### src/design/rrp_pkg.sv
package rrp_pkg;

  typedef enum logic [8:0] {
    PH_STAR   = 9'b000000001,
    PH_ALEN   = 9'b000000010,
    PH_ALF    = 9'b000000100,
    PH_DOLLAR = 9'b000001000,
    PH_BLEN   = 9'b000010000,
    PH_BLF    = 9'b000100000,
    PH_DATA   = 9'b001000000,
    PH_TCR    = 9'b010000000,
    PH_TLF    = 9'b100000000
  } phase_e;

  localparam logic [1:0] KIND_DATA   = 2'd0;
  localparam logic [1:0] KIND_ARGEND = 2'd1;
  localparam logic [1:0] KIND_ERR    = 2'd2;

  localparam logic [3:0] ERR_STAR      = 4'd0;
  localparam logic [3:0] ERR_ARR_CRLF  = 4'd1;
  localparam logic [3:0] ERR_ARR_LEN   = 4'd2;
  localparam logic [3:0] ERR_DOLLAR    = 4'd3;
  localparam logic [3:0] ERR_BULK_CRLF = 4'd4;
  localparam logic [3:0] ERR_NULL_BULK = 4'd5;
  localparam logic [3:0] ERR_BULK_LEN  = 4'd6;
  localparam logic [3:0] ERR_TERM      = 4'd7;
  localparam logic [3:0] ERR_EMPTY     = 4'd8;

  localparam logic [7:0] CH_STAR   = 8'h2A;
  localparam logic [7:0] CH_DOLLAR = 8'h24;
  localparam logic [7:0] CH_CR     = 8'h0D;
  localparam logic [7:0] CH_LF     = 8'h0A;
  localparam logic [7:0] CH_ZERO   = 8'h30;
  localparam logic [7:0] CH_NINE   = 8'h39;
  localparam logic [7:0] CH_MINUS  = 8'h2D;
  localparam logic [7:0] CH_ONE    = 8'h31;
  localparam logic [7:0] CH_LA     = 8'h61;
  localparam logic [7:0] CH_LZ     = 8'h7A;
  localparam logic [7:0] CASE_GAP  = 8'h20;

  // minus-one tracker: nothing yet, saw '-', saw "-1", anything else
  localparam logic [1:0] M1_START = 2'd0;
  localparam logic [1:0] M1_MINUS = 2'd1;
  localparam logic [1:0] M1_NEG1  = 2'd2;
  localparam logic [1:0] M1_OTHER = 2'd3;

  typedef struct packed {
    logic digit;
    logic ovf;
  } len_stat_t;

endpackage

### src/design/rrp_len_digit.sv
// One decimal digit step of the length field: acc * 10 + d, with range check
// against the array or bulk width.
module rrp_len_digit #(
  parameter int COUNT_BITS = 16,
  parameter int LEN_BITS   = 32
) (
  input  logic [((COUNT_BITS > LEN_BITS) ? COUNT_BITS : LEN_BITS)-1:0] acc_i,
  input  logic [7:0]                                                    byte_i,
  input  logic                                                          bulk_i,
  output logic [((COUNT_BITS > LEN_BITS) ? COUNT_BITS : LEN_BITS)-1:0] acc_o,
  output rrp_pkg::len_stat_t                                            stat_o
);

  localparam int AccW = (COUNT_BITS > LEN_BITS) ? COUNT_BITS : LEN_BITS;
  localparam int SumW = AccW + 4;

  logic [SumW-1:0] acc_x;
  logic [SumW-1:0] sum;

  assign acc_x = SumW'(acc_i);
  // acc*10 as shift-add; the low nibble of an ASCII digit is its value
  assign sum   = (acc_x << 3) + (acc_x << 1) + SumW'(byte_i[3:0]);
  assign acc_o = sum[AccW-1:0];

  always_comb begin
    stat_o.digit = (byte_i >= rrp_pkg::CH_ZERO) && (byte_i <= rrp_pkg::CH_NINE);
    if (bulk_i) begin
      stat_o.ovf = (sum >> LEN_BITS) != '0;
    end else begin
      stat_o.ovf = (sum >> COUNT_BITS) != '0;
    end
  end

endmodule

### src/design/resp_request_parser.sv
// Channel | Direction | Handshake                | Payload
// in      | input     | in_valid_i / in_ready_o  | mode_i, data_byte_i
// out     | output    | out_valid_o / out_ready_i| kind_o, payload_o, arg_index_o,
//         |           |                          | last_of_command_o, error_code_o
//
// One byte per cycle sustained while out is not stalled. A byte passes through
// the input register, then its result (if any) lands in the result register;
// the parser state updates in that single pass. Stalls on out hold the input
// register and drop in_ready_o only when both registers are full. Reset puts
// the parser at the array marker with no error pending; no clearing pass is
// needed.
module resp_request_parser #(
  parameter int COUNT_BITS = 16,
  parameter int LEN_BITS   = 32
) (
  input  logic        clk_i,
  input  logic        rst_ni,
  input  logic        in_valid_i,
  output logic        in_ready_o,
  input  logic        mode_i,
  input  logic [7:0]  data_byte_i,
  output logic        out_valid_o,
  input  logic        out_ready_i,
  output logic [1:0]  kind_o,
  output logic [7:0]  payload_o,
  output logic [15:0] arg_index_o,
  output logic        last_of_command_o,
  output logic [3:0]  error_code_o
);

  localparam int AccW = (COUNT_BITS > LEN_BITS) ? COUNT_BITS : LEN_BITS;
  localparam int ArgW = (COUNT_BITS > 16) ? COUNT_BITS : 16;

  // input register
  logic       in_valid_q;
  logic       mode_q;
  logic [7:0] byte_q;

  // parser state
  rrp_pkg::phase_e        phase_q, phase_d;
  logic [COUNT_BITS-1:0]  elem_q, elem_d;
  logic [COUNT_BITS-1:0]  arg_q, arg_d;
  logic [LEN_BITS-1:0]    bytes_q, bytes_d;
  logic [AccW-1:0]        acc_q, acc_d;
  logic                   seen_q, seen_d;
  logic                   bad_q, bad_d;
  logic [1:0]             m1_q, m1_d;
  logic                   tbad_q, tbad_d;
  logic                   sticky_q, sticky_d;

  // result register
  logic        out_valid_q;
  logic [1:0]  kind_q;
  logic [7:0]  payload_q;
  logic [15:0] arg_index_q;
  logic        last_q;
  logic [3:0]  err_q;

  logic        res_valid;
  logic [1:0]  res_kind;
  logic [7:0]  res_pay;
  logic        res_last;
  logic [3:0]  res_err;
  logic [15:0] res_arg;
  logic [ArgW-1:0] arg_ext;

  logic                advance;
  logic [AccW-1:0]     acc_step;
  rrp_pkg::len_stat_t  len_stat;

  assign advance    = in_valid_q && (!out_valid_q || out_ready_i);
  assign in_ready_o = !in_valid_q || advance;

  rrp_len_digit #(
    .COUNT_BITS (COUNT_BITS),
    .LEN_BITS   (LEN_BITS)
  ) u_len_digit (
    .acc_i  (acc_q),
    .byte_i (byte_q),
    .bulk_i (phase_q == rrp_pkg::PH_BLEN),
    .acc_o  (acc_step),
    .stat_o (len_stat)
  );

  always_comb begin
    phase_d   = phase_q;
    elem_d    = elem_q;
    arg_d     = arg_q;
    bytes_d   = bytes_q;
    acc_d     = acc_q;
    seen_d    = seen_q;
    bad_d     = bad_q;
    m1_d      = m1_q;
    tbad_d    = tbad_q;
    sticky_d  = sticky_q;
    res_valid = 1'b0;
    res_kind  = rrp_pkg::KIND_DATA;
    res_pay   = '0;
    res_last  = 1'b0;
    res_err   = rrp_pkg::ERR_STAR;

    if (mode_q) begin
      phase_d  = rrp_pkg::PH_STAR;
      elem_d   = '0;
      arg_d    = '0;
      bytes_d  = '0;
      acc_d    = '0;
      seen_d   = 1'b0;
      bad_d    = 1'b0;
      m1_d     = rrp_pkg::M1_START;
      tbad_d   = 1'b0;
      sticky_d = 1'b0;
    end else if (!sticky_q) begin
      case (phase_q)
        rrp_pkg::PH_STAR, rrp_pkg::PH_DOLLAR: begin
          if ((phase_q == rrp_pkg::PH_STAR && byte_q != rrp_pkg::CH_STAR) ||
              (phase_q == rrp_pkg::PH_DOLLAR && byte_q != rrp_pkg::CH_DOLLAR)) begin
            res_valid = 1'b1;
            res_kind  = rrp_pkg::KIND_ERR;
            res_err   = (phase_q == rrp_pkg::PH_STAR) ? rrp_pkg::ERR_STAR
                                                       : rrp_pkg::ERR_DOLLAR;
            sticky_d  = 1'b1;
          end else begin
            acc_d   = '0;
            seen_d  = 1'b0;
            bad_d   = 1'b0;
            m1_d    = rrp_pkg::M1_START;
            phase_d = (phase_q == rrp_pkg::PH_STAR) ? rrp_pkg::PH_ALEN
                                                     : rrp_pkg::PH_BLEN;
          end
        end
        rrp_pkg::PH_ALEN, rrp_pkg::PH_BLEN: begin
          if (byte_q == rrp_pkg::CH_CR) begin
            phase_d = (phase_q == rrp_pkg::PH_ALEN) ? rrp_pkg::PH_ALF
                                                     : rrp_pkg::PH_BLF;
          end else begin
            if (!len_stat.digit) begin
              bad_d = 1'b1;
            end else if (!bad_q) begin
              if (len_stat.ovf) begin
                bad_d = 1'b1;
              end else begin
                acc_d = acc_step;
              end
            end
            seen_d = 1'b1;
            case (m1_q)
              rrp_pkg::M1_START: begin
                m1_d = (byte_q == rrp_pkg::CH_MINUS) ? rrp_pkg::M1_MINUS
                                                      : rrp_pkg::M1_OTHER;
              end
              rrp_pkg::M1_MINUS: begin
                m1_d = (byte_q == rrp_pkg::CH_ONE) ? rrp_pkg::M1_NEG1
                                                    : rrp_pkg::M1_OTHER;
              end
              default: m1_d = rrp_pkg::M1_OTHER;
            endcase
          end
        end
        rrp_pkg::PH_ALF: begin
          if (byte_q != rrp_pkg::CH_LF) begin
            res_valid = 1'b1;
            res_kind  = rrp_pkg::KIND_ERR;
            res_err   = rrp_pkg::ERR_ARR_CRLF;
            sticky_d  = 1'b1;
          end else if (!seen_q || bad_q) begin
            res_valid = 1'b1;
            res_kind  = rrp_pkg::KIND_ERR;
            res_err   = rrp_pkg::ERR_ARR_LEN;
            sticky_d  = 1'b1;
          end else if (acc_q == '0) begin
            res_valid = 1'b1;
            res_kind  = rrp_pkg::KIND_ERR;
            res_err   = rrp_pkg::ERR_EMPTY;
            sticky_d  = 1'b1;
          end else begin
            elem_d  = acc_q[COUNT_BITS-1:0];
            arg_d   = '0;
            phase_d = rrp_pkg::PH_DOLLAR;
          end
        end
        rrp_pkg::PH_BLF: begin
          if (byte_q != rrp_pkg::CH_LF) begin
            res_valid = 1'b1;
            res_kind  = rrp_pkg::KIND_ERR;
            res_err   = rrp_pkg::ERR_BULK_CRLF;
            sticky_d  = 1'b1;
          end else if (!seen_q || bad_q) begin
            res_valid = 1'b1;
            res_kind  = rrp_pkg::KIND_ERR;
            res_err   = (m1_q == rrp_pkg::M1_NEG1) ? rrp_pkg::ERR_NULL_BULK
                                                    : rrp_pkg::ERR_BULK_LEN;
            sticky_d  = 1'b1;
          end else begin
            bytes_d = acc_q[LEN_BITS-1:0];
            phase_d = (acc_q == '0) ? rrp_pkg::PH_TCR : rrp_pkg::PH_DATA;
          end
        end
        rrp_pkg::PH_DATA: begin
          res_valid = 1'b1;
          res_kind  = rrp_pkg::KIND_DATA;
          res_pay   = byte_q;
          // command name is folded to upper case
          if (arg_q == '0 && byte_q inside {[rrp_pkg::CH_LA:rrp_pkg::CH_LZ]}) begin
            res_pay = byte_q - rrp_pkg::CASE_GAP;
          end
          bytes_d = bytes_q - LEN_BITS'(1);
          if (bytes_q == LEN_BITS'(1)) begin
            phase_d = rrp_pkg::PH_TCR;
          end
        end
        rrp_pkg::PH_TCR: begin
          tbad_d  = (byte_q != rrp_pkg::CH_CR);
          phase_d = rrp_pkg::PH_TLF;
        end
        rrp_pkg::PH_TLF: begin
          if (tbad_q || byte_q != rrp_pkg::CH_LF) begin
            res_valid = 1'b1;
            res_kind  = rrp_pkg::KIND_ERR;
            res_err   = rrp_pkg::ERR_TERM;
            sticky_d  = 1'b1;
          end else begin
            res_valid = 1'b1;
            res_kind  = rrp_pkg::KIND_ARGEND;
            res_last  = (elem_q == COUNT_BITS'(1));
            elem_d    = elem_q - COUNT_BITS'(1);
            arg_d     = arg_q + COUNT_BITS'(1);
            phase_d   = (elem_q == COUNT_BITS'(1)) ? rrp_pkg::PH_STAR
                                                    : rrp_pkg::PH_DOLLAR;
          end
        end
        default: phase_d = rrp_pkg::PH_STAR;
      endcase
    end
  end

  assign arg_ext = ArgW'(arg_q);
  assign res_arg = (res_kind == rrp_pkg::KIND_ERR) ? 16'd0 : arg_ext[15:0];

  always_ff @(posedge clk_i or negedge rst_ni) begin
    if (!rst_ni) begin
      in_valid_q  <= 1'b0;
      out_valid_q <= 1'b0;
      phase_q     <= rrp_pkg::PH_STAR;
      elem_q      <= '0;
      arg_q       <= '0;
      bytes_q     <= '0;
      acc_q       <= '0;
      seen_q      <= 1'b0;
      bad_q       <= 1'b0;
      m1_q        <= rrp_pkg::M1_START;
      tbad_q      <= 1'b0;
      sticky_q    <= 1'b0;
    end else begin
      if (in_ready_o) begin
        in_valid_q <= in_valid_i;
      end
      if (advance) begin
        out_valid_q <= res_valid;
        phase_q     <= phase_d;
        elem_q      <= elem_d;
        arg_q       <= arg_d;
        bytes_q     <= bytes_d;
        acc_q       <= acc_d;
        seen_q      <= seen_d;
        bad_q       <= bad_d;
        m1_q        <= m1_d;
        tbad_q      <= tbad_d;
        sticky_q    <= sticky_d;
      end else if (out_ready_i) begin
        out_valid_q <= 1'b0;
      end
    end
  end

  always_ff @(posedge clk_i) begin
    if (in_ready_o && in_valid_i) begin
      mode_q <= mode_i;
      byte_q <= data_byte_i;
    end
    if (advance && res_valid) begin
      kind_q      <= res_kind;
      payload_q   <= res_pay;
      arg_index_q <= res_arg;
      last_q      <= res_last;
      err_q       <= (res_kind == rrp_pkg::KIND_ERR) ? res_err : rrp_pkg::ERR_STAR;
    end
  end

  assign out_valid_o       = out_valid_q;
  assign kind_o            = kind_q;
  assign payload_o         = payload_q;
  assign arg_index_o       = arg_index_q;
  assign last_of_command_o = last_q;
  assign error_code_o      = err_q;

endmodule

### config.mk
export PLATFORM = sky130hd
export DESIGN_NAME = resp_request_parser
export DESIGN_NICKNAME = d
export VERILOG_FILES = /design/src/design/rrp_pkg.sv /design/src/design/rrp_len_digit.sv /design/src/design/resp_request_parser.sv
export SDC_FILE = /design/constraint.sdc
export NUM_CORES = 1
export LEC_CHECK = 0
export BUFFER_PORTS_ARGS = -buffer_cell sky130_fd_sc_hd__buf_2
export CORE_MARGIN = 4
export CORE_UTILIZATION = 37
export CTS_BUF_LIST = sky130_fd_sc_hd__clkbuf_8
export CTS_CLUSTER_DIAMETER = 80
export DETAILED_ROUTE_END_ITERATION = 10
export GPL_TIMING_DRIVEN = 0
export SETUP_SLACK_MARGIN = 0.1
export SKIP_LAST_GASP = 1
export SYNTH_ARGS = -nofsm -noshare
export SYNTH_HDL_FRONTEND = slang
export SYNTH_HIERARCHICAL = 1
export SYNTH_SLANG_ARGS = --single-unit
### constraint.sdc
create_clock -name clk_i -period 11.2 [get_ports clk_i]
set_input_delay 1.12 -clock clk_i [delete_from_list [all_inputs] [get_ports clk_i]]
set_output_delay 1.12 -clock clk_i [all_outputs]
set_load 0.01 [all_outputs]
Word-level counts from Yosys, hierarchy flattened:

Cells that the tools add are included.

* register bits after elaboration: 153
* output and inout port bits: 33
* word-level logic and storage cells: 208

* add/sub/neg operators: 6
* magnitude comparators: 4
* equal/unequal tests: 35
* multiplexer cells: 103
* bitwise operators: 3
* reduce and logical (&&, ||, !) cells: 38

Operator list (count)
* 2-to-1 mux 32 bit: 11
* 2-to-1 mux 16 bit: 12
* case mux 32 bit (2 select lines): 2
* 2-to-1 mux 9 bit: 11
* nonzero test 36 bit: 2
* case mux 16 bit (2 select lines): 2
* case mux 9 bit (7 select lines): 1
* != test 3 bit (second input constant): 13
* adder 35 x 33 -> 36 bit: 1
* adder 36 x 4 -> 36 bit: 1
* 2-to-1 mux 2 bit: 17
* equality test 32 x 1 -> 1 bit (second input constant): 1
* logical NOT 32 bit: 1
* subtractor 32 x 1 -> 32 bit (second input constant): 1
* 2-to-1 mux 1 bit: 28
* adder 16 x 1 -> 16 bit (second input constant): 1
* equality test 16 x 1 -> 1 bit (second input constant): 1
* equality test 8 x 6 -> 1 bit (second input constant): 2
* logical NOT 16 bit: 1
* 2-to-1 mux 4 bit: 4
* 2-to-1 mux 8 bit: 2
* != test 8 x 4 -> 1 bit (second input constant): 2
* != test 8 x 6 -> 1 bit (second input constant): 2
* case mux 4 bit (4 select lines): 1
* other kinds (41): 69

Logic depth before layout (Yosys ltp):

Gate-level depths: netlist of the first run.

* depth after elaboration: 11
* mapped depth: 21

Modules after synthesis:

The synthesis of the first run kept the hierarchy.

By module, submodules not included
* resp_request_parser: times used 1, cells each 844, area each 8181.6 µm²
* rrp_len_digit: times used 1, cells each 318, area each 2374.8 µm²

Least setup slack after synthesis of the first run:

OpenSTA, ideal clock, no wires.

* path kind: reg2reg
* start point: register acc_q[0]
* end point: register acc_q[3]
* setup time: 0.121 ns
* arrival time: 4.923 ns
* data required time: 11.079 ns
* setup slack: 6.156 ns
* stages on the path, launching flop included: 21
* buffers on the path: 2
* clock period less this slack: 5.044 ns
* cell sequence: dfrtp_1 > inv_1 > fa_1 > fa_1 > nand2b_1 > a21oi_1 > or2b_4 > a41oi_4 > o31ai_2 > nor3_1 > or4_1 > or4_1 > o41ai_1 > nand3b_1 > nand2b_1 > nor2_1 > a21oi_1 > or3_1 > buf_6 > buf_6 > a22o_1

RTL lines
* start: declaration: RTL line resp_request_parser.sv:44 `logic [AccW-1:0] acc_q, acc_d;`
* start signal: assignment: RTL line resp_request_parser.sv:248 `acc_q <= '0;`
* start signal: assignment: RTL line resp_request_parser.sv:264 `acc_q <= acc_d;`

==> metrics.yaml, run 1 <==
floorplanning:
  core_sq_um: 27900
  initial_core_util_pct: 37.8
  die_area_sq_um: 31300
  die_w_um: 177
  row_count: 61
  ioPinCount: 46
  die_h_um: 177
setup_path:
  path_cells: "inv_1, fa_1, fa_1, nand2b_1, a21oi_1, or2b_4, a41oi_4, o31ai_2, nor3_1, or4_1, or4_1, o41ai_1, nand3b_1, nand2b_1, nor2_1, and4b_1, clkbuf_1, buf_2, a22o_1"
  start_kind: "flip-flop"
  end_kind: "flip-flop"
  required_ns: 11.61
  critPathKind: "reg2reg"
  cpMaxStageDelayCell: "dfrtp_1"
  worstPathArrival_ns: 6.58
  cp_max_fo: 10
  slowest_delay_ns: 0.54
grt:
  grt_pass1_vias: 9071
  grt_antenna_before_repair: 0
  grt_overflow_total: 0
  grt_max_degree: 73
  grt_pass1_wl_um: 49200
  grt.total_usage_pct: 19.4
cts:
  ctsResizeCount: 0
  cts_buffers: 17
  clock_path_buffers: 2
  clkTransAtPathRegs_ns: 0.09
  post-cts-setup-buffers: 0
  htreeDepth: 4
  root_buffer: "clkbuf_8"
  insertion_delay_ns: 0.47
  cts.sinks: 153
  ctsHoldBuffers: 0
  tritoncts: "yes"
drt:
  wl_met2_um: 14100
  dr.first_iter.drc_count: 804
  ant_nets: 0
  wire_per_inst_um: 18.9
  via_count: 9479
  via_per_inst: 5.85
  drt-met1-wl_um: 14300
  wl_met3_um: 1750
  drc: 0
  top_layer_used: "met4"
  firstDrtPassIters: 6
  drt_wl_total_um: 30600
cells_and_area:
  syn_to_final_growth_pct: 10.9
  final_nets: 1313
  final_cell_area_sq_um: 11700
  diodes: 0
  drive_above_1_share_pct: 9.91
  fillers: 2799
power_and_ir_drop:
  p_sw_mw: 0.423
  swShare_pct: 32.8
  clockPowerShare_pct: 31.9
  p_per_area_nw_per_um2: 110
  seq_power_share_pct: 48.8
  p_int_mw: 0.866
  leakagePower_nw: 5.16
  comb_power_share_pct: 19.3
  vdd_drop_max_uv: 74.0
yosys:
  yosys-top-cells-count: "112 x dfrtp_1, 106 x a21oi_1, 84 x nor2_1"
  syn_area_sq_um: 10600
  async_flop_share_pct: 73.9
  yosys-top-cells-area: "dfrtp_1 27%, edfxtp_1 11%, ha_1 8.3%, a21oi_1 5.0%, o21ai_0 3.5%"
  yosysTopAreaCellShare_pct: 26.5
  yosysWarnings: 6
  synth_area_leader_cell: "dfrtp_1"
  synthMostInstantiatedCell: "dfrtp_1"
  syn_inst: 1162
  synth_flop_cell: "dfrtp_1"
  avgSynthCellArea_sq_um: 9.08
  ys_seq_area_share_pct: 38.2
  ys_seq_elements: 153
  synth_edf_count: 40
  ys_types: 84
  synth_nets: 1247
placement:
  finalWeightedCongestion: 0.889
  dp_hpwl_um: 22300
  placed_cell_area_sq_um: 11300
  port_buffers: 45
sta:
  tns_ns: 0
  maxSlewViolCount: 0
  fin_skew_ns: 0.0172
  slew_headroom_pct: 25.4
  setup_viol: 0
  tightestPinTransition_ns: 1.12
  max_freq_mhz: 162
  whs_ns: 0.512
  finalCriticalPeriod_ns: 6.18
  rsz0062_at_grt: "no"
  hold_violations: 0
  finalCritPeriodShare_pct: 55.2
status:
  status: "complete, no violations"
run:
  drv_cap: 0
worst_hold_path:
  min_path_type: "reg2reg"
[layout by cell type, fill, tap and decap left out, types with 39 or more instances in the layout]
cell	count
ha_1	70
buf_2	55
edfxtp_1	40
a21oi_1	106
nor3_1	41
nand2_1	71
o21ai_0	73
clkbuf_1	49
dfrtp_1	112
nor2_1	84
nor4_1	39
[routing by layer]
metal / global-route usage [%] / up-vias
met2: 31.3 / 289
met5: 0 / -
met3: 3.23 / 38
met4: 4.77 / 0
met1: 27.5 / 4586
li1: - / 4566
[registers in the layout, indices dropped and copies added (netlist names), 4 cells and up]
| register | cells |
|---|---|
| byte_q | 8 |
| error_code_o | 4 |
| bytes_q | 32 |
| arg_ext | 16 |
| payload_o | 8 |
| elem_q | 16 |
| phase_q | 9 |
| acc_q | 32 |
| arg_index_o | 16 |
[power groups by stage]
| stage | clock (mW) | combinational [mW] | sequential [mW] |
|---|---|---|---|
| floorplan | 0 | 0.150 | 0.643 |
| global placement | 0 | 0.237 | 0.642 |
| CTS | 0.417 | 0.247 | 0.629 |
| global route | 0.440 | 0.271 | 0.633 |
| finish | 0.412 | 0.248 | 0.629 |
| detailed placement | 0 | 0.247 | 0.639 |
[worst paths after layout]
path | start | slack (ns) | to | cells past startpoint
worst min register to register | elem_q[15]$_DFFE_PN0P_ | 0.51 | elem_q[15]$_DFFE_PN0P_ | 1
min in group asynchronous | rst_ni | 0.55 | acc_q[9]$_DFFE_PN0P_ | 1
max in group asynchronous | rst_ni | 9.91 | phase_q[0]$_DFFE_PN1P_ | 2
worst max-delay path | acc_q[0]$_DFFE_PN0P_ | 5.02 | acc_q[5]$_DFFE_PN0P_ | 19
worst max register to register | acc_q[0]$_DFFE_PN0P_ | 5.02 | acc_q[5]$_DFFE_PN0P_ | 19
worst min-delay path | elem_q[15]$_DFFE_PN0P_ | 0.51 | elem_q[15]$_DFFE_PN0P_ | 1
[metrics by stage]
| stage | setup WS (ns) | power [mW] | std cells | utilization, % |
|---|---|---|---|---|
| 2_1_floorplan | 6.16 | 0.793 | 1162 | - |
| 3_3_place_gp | 5.13 | 0.879 | 1585 | 40.3 |
| 3_5_place_dp | 5.03 | 0.886 | 1587 | 40.6 |
| 4_1_cts | 5.01 | 1.29 | 1619 | 41.9 |
| 5_1_grt | 4.64 | 1.34 | 1619 | 41.9 |
| 6_report | 5.02 | 1.29 | 1619 | 41.9 |
[logic make-up after synthesis]
group | after synthesis | share of synthesized area (%)
multiplexers | 13 | 1.32
XOR/XNOR | 33 | 2.74
adder cells (fa/ha/maj) | 72 | 8.68
buffers and inverters | 101 | 4.22
AND/OR/NAND/NOR | 413 | 21.1
AO/OA/AOI/OAI | 377 | 23.8
flip-flops | 153 | 38.2
[layout make-up]
class	instances	area (sq um)	share of cell area, %
inverter	31	116	0.994
sequential	153	4030	34.4
timing repair buffer	47	287	2.45
clock buffer	17	234	2.00
multi-input combinational	908	6100	52.1
buffer	70	329	2.81
tap	378	473	4.04
clock inverter	15	139	1.19
[critical path, delay by kind of cell (launching register included)]
family | cells | cell delay [ns]
AND/OR/NAND/NOR | 9 | 2.37
AO/OA/AOI/OAI | 5 | 1.36
adder cells (fa/ha/maj) | 2 | 1.02
buffers and inverters | 3 | 0.83
flip-flops | 1 | 0.54
Note: power is estimated with default switching activity, not from simulation.
==> run 2, diff against run 1 <==
clock period = 5.85 ns   (was 11.2 ns; I/O delays follow)
==> run 2 against run 1 <==
Routed wire length grew 0.65%. Die area is the same. Cell area grew 0.92%. Core utilization grew 0.39 points.
==> metrics.yaml, run 2 (synthesis gave the netlist of run 1 again) <==
setup_path:
  r2r-end: "acc_q[17]$_DFFE_PN0P_"
  reg2reg_setup_slack_ns: 0.30
  critPathKind: "reg2reg"
  rr_startpoint: "acc_q[1]$_DFFE_PN0P_"
  startpoint: "acc_q[1]$_DFFE_PN0P_"
  cp_max_fo: 10
  r2r_cells: 21
  required_ns: 6.21
  end_kind: "flip-flop"
  worstPathArrival_ns: 5.91
  start_kind: "flip-flop"
sta:
  hold_violations: 0
  finalCritPeriodShare_pct: 94.8
  finalCriticalPeriod_ns: 5.55
  rsz0062_at_grt: "no"
  setup_viol: 0
  tightestPinTransition_ns: 1.13
  fin_skew_ns: 0.0191
  fin_ws_ns: 0.305
  max_freq_mhz: 180
  maxSlewViolCount: 0
  slew_headroom_pct: 24.5
drt:
  dr.first_iter.drc_count: 816
  via_count: 9555
  firstDrtPassIters: 6
  wire_per_inst_um: 18.9
  ant_nets: 0
  via_per_inst: 5.87
  drt_wl_total_um: 30800
  drc: 0
run:
  drv_cap: 0
floorplanning:
  die_h_um: 177
  die_area_sq_um: 31300
  initial_core_util_pct: 37.8
  row_count: 61
  core_sq_um: 27900
  die_w_um: 177
  ioPinCount: 46
worst_hold_path:
  min_path_type: "in2async"
placement:
  place_inst: 1587
  dp_hpwl_um: 22300
  placed_cell_area_sq_um: 11300
  dpl_worst_slack_ns: -0.318
  finalWeightedCongestion: 0.889
  port_buffers: 45
grt:
  grt_max_degree: 73
  grt_pass1_vias: 9097
  grt_pass1_wl_um: 49200
  use_met2_pct: 31.4
  grt_antenna_before_repair: 0
  met3_usage_pct: 3.25
  grt_overflow_total: 0
  top_usage_layer: "met2"
  grtUsageMet1_pct: 27.5
  grt.total_usage_pct: 19.5
cells_and_area:
  syn_to_final_growth_pct: 11.9
  final_nets: 1322
  drive_above_1_share_pct: 11.4
  layout_commonest_cell: "dfrtp_1"
  final_cell_area_sq_um: 11800
  utilization_pct: 42.3
  layout_common_cells: "110 x dfrtp_1, 104 x a21oi_1, 84 x nor2_1"
  top_regs: "acc_q x32, bytes_q x32"
  fin_cells: 1628
  diodes: 0
cts:
  clock_path_buffers: 2
  cts.sinks: 153
  clkTransAtPathRegs_ns: 0.09
  root_buffer: "clkbuf_8"
  insertion_delay_ns: 0.47
  cts_buffers: 17
  htreeDepth: 4
  tritoncts: "yes"
power_and_ir_drop:
  p_per_area_nw_per_um2: 209
  vdd_drop_max_uv: 143
  leakagePower_nw: 5.21
  total_power_mw: 2.47
status:
  status: "complete, no violations"
run 2: worst max-delay path, stage by stage, from the launching register on:
cell and delay (ns):
dfrtp_1 0.50, ha_1 0.35, ha_1 0.19, inv_1 0.07, fa_2 0.35, nand2b_1 0.19, a21oi_2 0.19, or2b_4 0.17
a41oi_4 0.19, o31ai_4 0.25, nor3_1 0.11, or4_1 0.46, or4_1 0.52, o41ai_2 0.31, nand3b_1 0.28, nand2b_4 0.23
nor2_1 0.11, a21oi_1 0.08, or3_1 0.36, buf_6 0.17, buf_6 0.14, a22o_1 0.23
run 2: area by class of cell:
cell class | instances | area, sq um
inverter | 31 | 116
tap | 378 | 473
fill | 2782 | 16100
buffer | 70 | 330
multi-input combinational | 908 | 6140
timing repair buffer | 56 | 354
clock buffer | 17 | 234
sequential | 153 | 4030
clock inverter | 15 | 139
run 2: per-stage QoR:
step	hold slack [ns]	setup TNS, ns
6_report	0.0180	0
3_5_place_dp	0.485	-8.90
3_3_place_gp	0.486	-6.16
5_1_grt	0.0346	0
4_1_cts	0.0248	0
2_1_floorplan	0.289	0
run 2: metal layers:
layer / vias up / wire length, um / part of all wire (%)
met4: 0 / 484 / 1.6
met2: 291 / 14300 / 46
met1: 4633 / 14200 / 46
li1: 4588 / - / -
met5: - / 0 / 0
met3: 43 / 1800 / 5.9
run 2: worst max-delay path by stage:
stage                            endpoint  cells past startpoint
floorplan            acc_q[3]$_DFFE_PN0P_                     20
global placement     acc_q[7]$_DFFE_PN0P_                     19
detailed placement   acc_q[5]$_DFFE_PN0P_                     19
CTS                  acc_q[5]$_DFFE_PN0P_                     20
global route         acc_q[2]$_DFFE_PN0P_                     20
finish              acc_q[17]$_DFFE_PN0P_                     21
run 2: report_power, final:
group	total [mW]	switching [mW]	leakage [nW]	internal [mW]
combinational	0.481	0.326	3.08	0.155
sequential	1.20	0.0401	1.94	1.16
clock	0.791	0.447	0.185	0.343
run 2: repair_timing:
item,4_1_cts,5_1_grt
gates cloned,0,0
buffers inserted,3,6
setup endpoints to repair,32,32
resized for setup,5,6
hold buffers,0,0
pin swaps,2,3
==> run 3, diff against run 2 <==
CTS_BUF_LIST = default   (was sky130_fd_sc_hd__clkbuf_8)
==> run 3 against run 2 <==
Sequential power about the same. Global-route usage about the same. Routed wire length decreased by 0.12%. Critical path depth decreased by 1. Sequential share of layout area decreased by 0.54 points. Die area unchanged. Setup slack improved by 0.018 ns. Via count decreased by 0.41%. Highest routed layer unchanged. Power increased by 12%. Combinational power about the same. Critical path type unchanged. Largest power group unchanged.
==> metrics.yaml, run 3 (synthesis gave the netlist of run 1 again) <==
floorplanning:
  die_w_um: 177
  row_count: 61
  die_area_sq_um: 31300
  core_sq_um: 27900
  die_h_um: 177
  initial_core_util_pct: 37.8
  ioPinCount: 46
drt:
  ant_nets: 0
  drc: 0
  via_per_inst: 5.85
  firstDrtPassIters: 5
  dr.first_iter.drc_count: 741
  wire_per_inst_um: 18.9
  drt_wl_total_um: 30800
  via_count: 9516
placement:
  dpl_worst_slack_ns: -0.318
  placed_cell_area_sq_um: 11300
  finalWeightedCongestion: 0.889
  port_buffers: 45
  dp_hpwl_um: 22300
setup_path:
  cpMaxStageDelayCell: "or4_1"
  r2r-end: "acc_q[17]$_DFFE_PN0P_"
  slowest_delay_ns: 0.52
  critPathKind: "reg2reg"
  startpoint: "acc_q[2]$_DFFE_PN0P_"
  required_ns: 6.17
  rr_startpoint: "acc_q[2]$_DFFE_PN0P_"
  cp_max_fo: 10
  path_cells: "inv_1, fa_2, fa_2, nand2b_1, a21oi_2, or2b_4, a41oi_4, o31ai_4, nor3_1, or4_1, or4_1, o41ai_2, nand3b_1, nand2b_4, nor2_1, a21oi_1, or3_1, buf_6, buf_6, a22o_1"
  end_kind: "flip-flop"
  worstPathArrival_ns: 5.85
  start_kind: "flip-flop"
  reg2reg_setup_slack_ns: 0.32
  r2r_cells: 20
sta:
  whs_ns: 0.0520
  finalCriticalPeriod_ns: 5.53
  rsz0062_at_grt: "no"
  fin_ws_ns: 0.323
  maxSlewViolCount: 0
  hold_violations: 0
  setup_viol: 0
  finalCritPeriodShare_pct: 94.5
  fin_skew_ns: 0.0143
  tightestPinTransition_ns: 1.16
  max_freq_mhz: 181
  slew_headroom_pct: 22.5
cts:
  root_buffer: "clkbuf_16"
  clock_path_buffers: 2
  htreeDepth: 4
  insertion_delay_ns: 0.44
  cts_buffers: 17
  cts.sinks: 153
  tritoncts: "yes"
  ctsHoldBuffers: 0
  clkTransAtPathRegs_ns: 0.07
power_and_ir_drop:
  p_per_area_nw_per_um2: 230
  leakagePower_nw: 5.29
  clockPowerShare_pct: 38.9
  swShare_pct: 30.9
  p_int_mw: 1.91
  p_sw_mw: 0.852
  vdd_drop_max_uv: 158
  seq_power_share_pct: 43.6
  comb_power_share_pct: 17.5
cells_and_area:
  layout_common_cells: "110 x dfrtp_1, 104 x a21oi_1, 84 x nor2_1"
  multi_input_area_sq_um: 6140
  syn_to_final_growth_pct: 13.7
  diodes: 0
  top_regs: "acc_q x32, bytes_q x32"
  layout_commonest_cell: "dfrtp_1"
  drive_above_1_share_pct: 11.4
  final_cell_area_sq_um: 12000
  final_nets: 1322
  regArea_sq_um: 4030
  fillers: 2740
grt:
  grt_pass1_vias: 9108
  grt_pass1_wl_um: 49400
  grt.total_usage_pct: 19.5
  grt_overflow_total: 0
  grt_max_degree: 73
  grt_antenna_before_repair: 0
run:
  drv_cap: 0
status:
  status: "complete, no violations"
worst_hold_path:
  min_path_type: "in2async"
-- run 3: cell types whose count changed in the layout (fill, tap and decap cells not counted) --
cell       before  now
clkbuf_8       17    0
clkbuf_16       0   17
-- run 3: power by group through the flow --
stage                     logic (mW)  clock network, mW  registers, mW
after detailed placement       0.473                  0           1.22
after global routing           0.525               1.13           1.21
after CTS                      0.478               1.09           1.20
final                          0.483               1.08           1.20
after floorplan                0.287                  0           1.23
after global placement         0.454                  0           1.23
-- run 3: area by class of cell --
type	count	share of cell area, %
clock inverter	15	1.16
sequential	153	33.6
tap	378	3.94
inverter	31	0.969
multi-input combinational	908	51.1
clock buffer	17	3.54
buffer	70	2.75
timing repair buffer	56	2.95
-- run 3: worst max-delay path by stage --
stage                     slack [ns]               endpoint  depth (start not counted)
final                           0.32  acc_q[17]$_DFFE_PN0P_                         20
after global routing            0.11   acc_q[7]$_DFFE_PN0P_                         20
after CTS                       0.12   acc_q[5]$_DFFE_PN0P_                         20
after detailed placement       -0.32   acc_q[5]$_DFFE_PN0P_                         19
after global placement         -0.22   acc_q[7]$_DFFE_PN0P_                         19
after floorplan                 0.81   acc_q[3]$_DFFE_PN0P_                         20
-- run 3: layer usage --
| layer | wire length, um | part of all wire, % | GRT usage, % |
|---|---|---|---|
| met5 | 0 | 0 | 0 |
| met4 | 514 | 1.7 | 4.87 |
| met3 | 1630 | 5.3 | 2.99 |
| met2 | 14200 | 46 | 31.4 |
| met1 | 14400 | 47 | 27.8 |
-- run 3: critical path, delay by kind of cell (launching register included) --
kind,cells,cell delay [ns]
buffers and inverters,3,0.42
adder cells (fa/ha/maj),2,0.89
AO/OA/AOI/OAI,6,1.25
flip-flops,1,0.47
AND/OR/NAND/NOR,9,2.40
-- run 3: timing repair --
item                                   4_1_cts  5_1_grt
gates resized for setup                      5        6
pin swaps                                    2        3
buffers inserted                             3        6
endpoints found under the hold margin        0        0
setup endpoints to repair                   32       32
-- run 3: through the flow --
| stage | utilization [%] | setup TNS [ns] | cells | total power [mW] |
|---|---|---|---|---|
| after floorplan | - | 0 | 1162 | 1.52 |
| after global placement | 40.3 | -6.16 | 1585 | 1.68 |
| after detailed placement | 40.6 | -8.90 | 1587 | 1.70 |
| after CTS | 42.7 | 0 | 1622 | 2.77 |
| after global routing | 43.0 | 0 | 1628 | 2.87 |
| final | 43.0 | 0 | 1628 | 2.76 |
